## src/sv/tsb_pkg.sv

```systemverilog
package tsb_pkg;

    // Default sizes of the timer bank.
    localparam int NUM_TIMERS_DEF  = 32;
    localparam int COUNT_WIDTH_DEF = 32;

    // Fixed field widths of the transactions.
    localparam int INDEX_WIDTH  = 5;
    localparam int VALUE_WIDTH  = 32;
    localparam int UPTIME_WIDTH = 64;

    // Transaction kinds carried on the mode input.
    localparam logic MODE_TICK    = 1'b0;
    localparam logic MODE_PROGRAM = 1'b1;

    // Outcome of updating one entry during a tick walk.
    typedef struct packed {
        logic write_back;
        logic fire;
    } upd_ctrl_t;

endpackage

```

## src/sv/software_timer_bank_core.sv

```systemverilog
// Program transaction: written on accept, gives no result, busy stays low.
// Tick transaction: busy while the walk runs; an expiry result for entry k is registered
// after entry k is read and processed, and the final uptime result follows the last entry.
// The walk reads one RAM entry per cycle, then closes; no new transaction is taken while busy.
// Reset (rst_n low, asynchronous) clears uptime, control and per-entry valid bits;
// the entry RAM itself is not cleared. Results are strobed and cannot be stalled.
module software_timer_bank_core #(
    parameter int NUM_TIMERS  = tsb_pkg::NUM_TIMERS_DEF,
    parameter int COUNT_WIDTH = tsb_pkg::COUNT_WIDTH_DEF
) (
    input  logic                                clk,
    input  logic                                rst_n,
    input  logic                                start,
    output logic                                busy,
    input  logic                                mode,
    input  logic [tsb_pkg::INDEX_WIDTH-1:0]     timer_index,
    input  logic                                enable_value,
    input  logic                                notify_value,
    input  logic [tsb_pkg::VALUE_WIDTH-1:0]     start_count,
    input  logic [tsb_pkg::VALUE_WIDTH-1:0]     reload_period,
    output logic                                strobe,
    output logic                                fired,
    output logic [tsb_pkg::INDEX_WIDTH-1:0]     fired_index,
    output logic [tsb_pkg::UPTIME_WIDTH-1:0]    uptime_now,
    output logic                                last
);

    import tsb_pkg::*;

    localparam int AW      = (NUM_TIMERS > 1) ? $clog2(NUM_TIMERS) : 1;
    localparam int ENTRY_W = 2 + 2 * COUNT_WIDTH;
    localparam logic [AW-1:0] LAST_IDX = AW'(NUM_TIMERS - 1);

    localparam logic [1:0] ST_IDLE  = 2'd0;
    localparam logic [1:0] ST_WALK  = 2'd1;
    localparam logic [1:0] ST_FINAL = 2'd2;

    logic [1:0]              state_reg, state_next;
    logic                    issue_reg, issue_next;
    logic [AW-1:0]           rd_idx_reg, rd_idx_next;
    logic                    proc_valid_reg, proc_valid_next;
    logic [AW-1:0]           proc_idx_reg;
    logic                    proc_entry_valid_reg;
    logic [NUM_TIMERS-1:0]   valid_reg, valid_next;
    logic [UPTIME_WIDTH-1:0] uptime_reg, uptime_next;
    logic                    strobe_reg, strobe_next;
    logic                    fired_reg, fired_next;
    logic                    last_reg, last_next;
    logic [INDEX_WIDTH-1:0]  fired_index_reg, fired_index_next;

    logic                    accept;
    logic                    prog_accept;
    logic                    tick_accept;
    logic                    prog_in_range;
    logic [63:0]             prog_idx_ext;
    logic [AW-1:0]           prog_addr;
    logic [63:0]             count_ext;
    logic [63:0]             period_ext;
    logic [63:0]             proc_idx_ext;

    logic                    ram_we;
    logic [AW-1:0]           ram_waddr;
    logic [ENTRY_W-1:0]      ram_wdata;
    logic [ENTRY_W-1:0]      ram_rdata;
    logic [ENTRY_W-1:0]      entry;
    logic [COUNT_WIDTH-1:0]  count_next;
    upd_ctrl_t               upd_ctrl;
    logic                    walk_done;

    // Transaction decode.
    assign accept        = start && !busy;
    assign prog_accept   = accept && (mode == MODE_PROGRAM);
    assign tick_accept   = accept && (mode == MODE_TICK);
    assign prog_idx_ext  = 64'(timer_index);
    assign prog_in_range = prog_idx_ext < 64'(NUM_TIMERS);
    assign prog_addr     = prog_idx_ext[AW-1:0];
    assign count_ext     = 64'(start_count);
    assign period_ext    = 64'(reload_period);
    assign proc_idx_ext  = 64'(proc_idx_reg);

    // Entry RAM: {enable, notify, count, period}.
    tsb_ram #(
        .WIDTH(ENTRY_W),
        .DEPTH(NUM_TIMERS)
    ) u_ram (
        .clk  (clk),
        .we   (ram_we),
        .waddr(ram_waddr),
        .wdata(ram_wdata),
        .raddr(rd_idx_reg),
        .rdata(ram_rdata)
    );

    // An entry never written since reset reads as all zero.
    assign entry = proc_entry_valid_reg ? ram_rdata : '0;

    tsb_update #(
        .COUNT_WIDTH(COUNT_WIDTH)
    ) u_update (
        .enable    (entry[ENTRY_W-1]),
        .notify    (entry[ENTRY_W-2]),
        .count     (entry[2*COUNT_WIDTH-1:COUNT_WIDTH]),
        .period    (entry[COUNT_WIDTH-1:0]),
        .count_next(count_next),
        .ctrl      (upd_ctrl)
    );

    // Write port: programming while idle, write-back while walking.
    always_comb
    begin
        ram_we    = 1'b0;
        ram_waddr = proc_idx_reg;
        ram_wdata = {entry[ENTRY_W-1:ENTRY_W-2], count_next, entry[COUNT_WIDTH-1:0]};
        valid_next = valid_reg;
        if (prog_accept && prog_in_range)
        begin
            ram_we    = 1'b1;
            ram_waddr = prog_addr;
            ram_wdata = {enable_value, notify_value, count_ext[COUNT_WIDTH-1:0],
                         period_ext[COUNT_WIDTH-1:0]};
            valid_next[prog_addr] = 1'b1;
        end
        else if (proc_valid_reg && upd_ctrl.write_back)
        begin
            ram_we = 1'b1;
        end
    end

    assign walk_done = proc_valid_reg && (proc_idx_reg == LAST_IDX);

    // Walk sequencer: read issue one entry per cycle, process each in the cycle after its issue.
    always_comb
    begin
        state_next      = state_reg;
        issue_next      = issue_reg;
        rd_idx_next     = rd_idx_reg;
        proc_valid_next = 1'b0;
        uptime_next     = uptime_reg;
        strobe_next     = 1'b0;
        fired_next      = 1'b0;
        last_next       = 1'b0;
        fired_index_next = proc_idx_ext[INDEX_WIDTH-1:0];
        case (state_reg)
            ST_IDLE:
            begin
                if (tick_accept)
                begin
                    state_next  = ST_WALK;
                    issue_next  = 1'b1;
                    rd_idx_next = '0;
                    uptime_next = uptime_reg + UPTIME_WIDTH'(1);
                end
            end
            ST_WALK:
            begin
                if (issue_reg)
                begin
                    proc_valid_next = 1'b1;
                    rd_idx_next     = rd_idx_reg + AW'(1);
                    if (rd_idx_reg == LAST_IDX)
                    begin
                        issue_next = 1'b0;
                    end
                end
                if (proc_valid_reg && upd_ctrl.fire)
                begin
                    strobe_next = 1'b1;
                    fired_next  = 1'b1;
                end
                if (walk_done)
                begin
                    state_next = ST_FINAL;
                end
            end
            ST_FINAL:
            begin
                state_next       = ST_IDLE;
                strobe_next      = 1'b1;
                last_next        = 1'b1;
                fired_index_next = '0;
            end
            default:
            begin
                state_next = ST_IDLE;
                issue_next = 1'b0;
            end
        endcase
    end

    // Control registers.
    always_ff @(posedge clk or negedge rst_n)
    begin
        if (!rst_n)
        begin
            state_reg      <= ST_IDLE;
            issue_reg      <= 1'b0;
            rd_idx_reg     <= '0;
            proc_valid_reg <= 1'b0;
            valid_reg      <= '0;
            uptime_reg     <= '0;
            strobe_reg     <= 1'b0;
        end
        else
        begin
            state_reg      <= state_next;
            issue_reg      <= issue_next;
            rd_idx_reg     <= rd_idx_next;
            proc_valid_reg <= proc_valid_next;
            valid_reg      <= valid_next;
            uptime_reg     <= uptime_next;
            strobe_reg     <= strobe_next;
        end
    end

    // Payload registers.
    always_ff @(posedge clk)
    begin
        proc_idx_reg         <= rd_idx_reg;
        proc_entry_valid_reg <= valid_reg[rd_idx_reg];
        fired_reg            <= fired_next;
        last_reg             <= last_next;
        fired_index_reg      <= fired_index_next;
    end

    assign busy        = (state_reg != ST_IDLE);
    assign strobe      = strobe_reg;
    assign fired       = fired_reg;
    assign last        = last_reg;
    assign fired_index = fired_index_reg;
    assign uptime_now  = uptime_reg;

endmodule

```

## src/sv/tsb_ram.sv

```systemverilog
module tsb_ram #(
    parameter int WIDTH = 8,
    parameter int DEPTH = 32
) (
    input  logic                                       clk,
    input  logic                                       we,
    input  logic [((DEPTH > 1) ? $clog2(DEPTH) : 1)-1:0] waddr,
    input  logic [WIDTH-1:0]                           wdata,
    input  logic [((DEPTH > 1) ? $clog2(DEPTH) : 1)-1:0] raddr,
    output logic [WIDTH-1:0]                           rdata
);

    logic [WIDTH-1:0] mem [DEPTH];
    logic [WIDTH-1:0] rdata_reg;

    // Single write port, registered read port.
    always_ff @(posedge clk)
    begin
        if (we)
        begin
            mem[waddr] <= wdata;
        end
        rdata_reg <= mem[raddr];
    end

    assign rdata = rdata_reg;

endmodule

```

## src/sv/tsb_update.sv

```systemverilog
module tsb_update #(
    parameter int COUNT_WIDTH = tsb_pkg::COUNT_WIDTH_DEF
) (
    input  logic                   enable,
    input  logic                   notify,
    input  logic [COUNT_WIDTH-1:0] count,
    input  logic [COUNT_WIDTH-1:0] period,
    output logic [COUNT_WIDTH-1:0] count_next,
    output tsb_pkg::upd_ctrl_t     ctrl
);

    import tsb_pkg::*;

    logic active;
    logic expiring;

    // An enabled entry with a nonzero count counts down; reaching zero reloads the period.
    assign active   = enable && (count != '0);
    assign expiring = active && (count == COUNT_WIDTH'(1));

    always_comb
    begin
        count_next      = count - COUNT_WIDTH'(1);
        ctrl.write_back = active;
        ctrl.fire       = expiring && notify;
        if (expiring)
        begin
            count_next = period;
        end
    end

endmodule

```

## config.mk

```make
export PLATFORM = sky130hd
export DESIGN_NAME = software_timer_bank_core
export DESIGN_NICKNAME = d
export VERILOG_FILES = /design/src/sv/tsb_pkg.sv /design/src/sv/software_timer_bank_core.sv /design/src/sv/tsb_ram.sv /design/src/sv/tsb_update.sv
export SDC_FILE = /design/constraint.sdc
export NUM_CORES = 2
export LEC_CHECK = 0
export BUFFER_PORTS_ARGS = -buffer_cell sky130_fd_sc_hd__clkbuf_2
export CORE_MARGIN = 2
export CORE_UTILIZATION = 60
export DETAILED_ROUTE_END_ITERATION = 8
export PLACE_DENSITY = 0.84
export SYNTH_ARGS = -nofsm -noshare
export SYNTH_HDL_FRONTEND = slang
export SYNTH_SLANG_ARGS = --single-unit
```

## constraint.sdc

```tcl
create_clock -name clk -period 11.2 [get_ports clk]
set_input_delay 1.12 -clock clk [delete_from_list [all_inputs] [get_ports clk]]
set_output_delay 1.12 -clock clk [all_outputs]
set_load 0.01 [all_outputs]
```

==> out/qor.yml <==
floorplanning:
  fp.dieW_um: 387
  dieArea_sq_um: 150000
  fp.dieH_um: 387
  ios: 148
  core_region_area_sq_um: 146000
  floorplan.initialDensity: 0.605
  num_rows: 140
synth:
  synth_nets: 4014
  synthCells: 3931
  yosys.area_share.simple: 0.0253
  synth.avg_cell_area_sq_um: 22.4
  ys_warn_count: 0
  synthAdderAreaFrac: 0.00114
  yosys_register_bits: 2297
  synth_compound_area_frac: 0.0104
  synthMuxAreaShare: 0.177
  synth-xor-area-share: 0.00795
  synth_edf_count: 2112
  yosys.cell_types.count: 64
  synthArstFlopShare: 0.0461
  synth_top_family_by_area: "multiplexers"
  synth_area_sq_um: 88200
  synthFlopType: "edfxtp_1"
  synth-seq-area-share: 0.767
clocking:
  numCtsBuffers: 211
  clk_transition_reported_paths_ns: 0.07
  cts_max_level: 4
  clkLatencyLatePin_ns: 0.86
  cts_buffer_depth: 3
  cts_setup_buffers: 0
  cts_hold_buf: 0
  clockRootBuffer: "clkbuf_16"
  cts_tree: "done"
  cts_num_sinks: 2297
  ctsResizeCount: 0
job:
  maxCapViolCount: 0
final_layout:
  fin_nets: 4285
  drive_above_1_share: 0.305
  syn_to_final_growth_pct: 11.6
  fin_cells: 6298
  nFillCells: 8364
  largest_reg_flops: 2112
  diodes: 0
route:
  first_iter_violations: 7979
  vias: 46085
  drcViolationCount: 8
  vias_per_cell: 7.32
  firstDrtPassIters: 9
  wirelength_um: 242000
  wl_per_cell_um: 38.5
  detail-route-antenna-nets: 0
run_status:
  status: "complete, but fails checks"
  violations: "DRC"
grt:
  grt_pass1_wl_um: 344000
  grt-ovfl-total: 0
  grt_max_degree: 148
  track_usage: 0.326
  antenna_found_initial: 8
  grt_pass1_vias: 46484
power_and_ir_drop:
  leakage_uw: 0.0313
  total_power_uw: 21800
  pwr-share-comb: 0.204
  p_per_area_nw_per_um2: 222
  intPower_uw: 15900
  seqPwrFrac: 0.470
  swShare: 0.270
  irDropWorstVdd_v: 0.000211
  p_sw_uw: 5900
  clockPowerShare: 0.326
timing:
  slew_headroom: 0.0475
  max_freq_ghz: 0.185
  rsz0062_at_grt: "no"
  fin_skew_ns: 0.0330
  period_minus_slack_ns: 5.40
  fin_crit_sh: 0.483
  tightest_slew_ns: 1.43
  setup_viol: 0
  setup_tns_ns: 0
  report.final.slew_viol_count: 0
  hold_viol: 0
worst_setup_path:
  cp-startpoint: "u_ram.rdata[34]"
  worst_setup_path_start_kind: "flip-flop"
  cp.arrival_ns: 5.87
  required_ns: 11.67
  worstSetupPathType: "flip-flop to flip-flop"
  crit_path_end_kind: "flip-flop"
  rrSetupSlack_ns: 5.80
  path_max_fanout: 32
  regToRegEndpoint: "u_ram.mem[3][57]"
  r2r_cells: 5
  worstReg2RegStart: "u_ram.rdata[34]"
worst_hold_path:
  hp-class: "primary input to async pin"
placement:
  gp_congestion: 0.915
  dp_hpwl_um: 124000
  dp_cells: 5904
  portBuffers: 147
kinds of logic after synthesis:
family	count (synthesis)
DFF	2297
muxes	718
and+or+nand+nor	471
buffers and inverters	216
AOI/OAI and AO/OA	141
xor gates and xnor gates	80
adders and majority gates	8
cell type report:
class                           instances  area, sq um  share of cell area
Tap cell                             1917         2400              0.0244
Multi-Input combinational cell       1418        19900               0.203
Clock inverter                        102          888             0.00903
Inverter                               18         75.1            0.000763
Clock buffer                          290         5810              0.0591
Timing Repair Buffer                  256         1620              0.0165
Sequential cell                      2297        67700               0.688
cell usage after synthesis (14+ instances only):
master	instances	area share
buf_1	21	0.00089
dfrtp_1	106	0.030
nand3_1	60	0.0034
clkbuf_1	115	0.0049
buf_4	14	0.0012
nand4_1	21	0.0015
dfxtp_1	79	0.018
a21oi_1	20	0.0011
nand2_1	210	0.0089
o21ai_0	43	0.0024
o21bai_1	14	0.0012
xor2_1	24	0.0024
inv_1	17	0.00072
edfxtp_1	2112	0.72
buf_2	46	0.0026
xnor2_1	56	0.0056
mux4_2	670	0.17
mux2_2	47	0.0060
nor3_1	23	0.0013
nor2_1	85	0.0036
how the worst max path moves through the flow:
stage,cells past startpoint,slack [ns],to
finish,5,5.80,u_ram.mem[3][57]
global route,9,5.83,u_ram.mem[18][46]
CTS,9,5.45,u_ram.mem[9][14]
detailed placement,6,5.27,u_ram.mem[11][9]
global placement,6,5.42,u_ram.mem[11][21]
floorplan,10,5.59,u_ram.mem[12][0]
per-stage QoR:
| stage | utilization | setup slack (ns) | area, sq um | hold slack, ns |
|---|---|---|---|---|
| finish | 0.675 | 5.80 | 98400 | 0.290 |
| global route | 0.675 | 5.83 | 98400 | 0.314 |
| CTS | 0.675 | 5.45 | 98400 | 0.260 |
| detailed placement | 0.629 | 5.27 | 91700 | 0.446 |
| global placement | 0.629 | 5.42 | 91700 | 0.434 |
| floorplan | - | 5.59 | 88200 | 0.345 |
critical path: stages, from the launching register on:
cell       delay (ns)
dfxtp_1          0.39
nor4_1           0.98
nand4_1          0.49
nand4bb_2        1.18
nor2_1           0.87
a221o_1          1.08
per-layer routing:
metal / routed length, um / up-vias / track usage / part of all wire
li1: - / 17001 / - / -
met1: 79300 / 23704 / 0.423 / 0.33
met2: 116000 / 4404 / 0.511 / 0.48
met3: 32200 / 962 / 0.0955 / 0.13
met4: 14300 / 14 / 0.160 / 0.059
met5: 76 / - / 0 / 0.00031
power groups by stage:
| stage | Clock [uW] | Sequential, uW | Combinational (uW) |
|---|---|---|---|
| detailed placement | 0 | 10400 | 4280 |
| CTS | 7130 | 10200 | 4410 |
| global placement | 0 | 10400 | 4160 |
| global route | 7420 | 10300 | 4610 |
| finish | 7100 | 10300 | 4450 |
| floorplan | 0 | 10200 | 3140 |
placed cells by master, fill, tap and decap left out, types with 7 or more instances in the layout:
cell type  count
nor3_1        23
o21ai_1       21
clkbuf_16    217
and4_1         8
clkbuf_1      62
nor2b_1        8
mux4_2       670
o21bai_1      14
a21oi_1       13
clkbuf_8      11
nand3_1       59
xnor2_1       56
and3_1        11
nor4_2         7
nor2_1        53
dfxtp_1       78
clkinv_2      26
o21ai_0       23
a21o_1        10
clkbuf_2     146
edfxtp_1    2112
nand2b_1       7
mux2_2        47
a31o_2         7
o22ai_1       12
xor2_1        24
nand2_1      210
buf_4        103
dfrtp_1      102
nor2_4        32
clkinv_1      45
bufinv_16     13
ha_1           8
nand4_1       21
inv_1         17
Power figures use the tool's default switching activity.
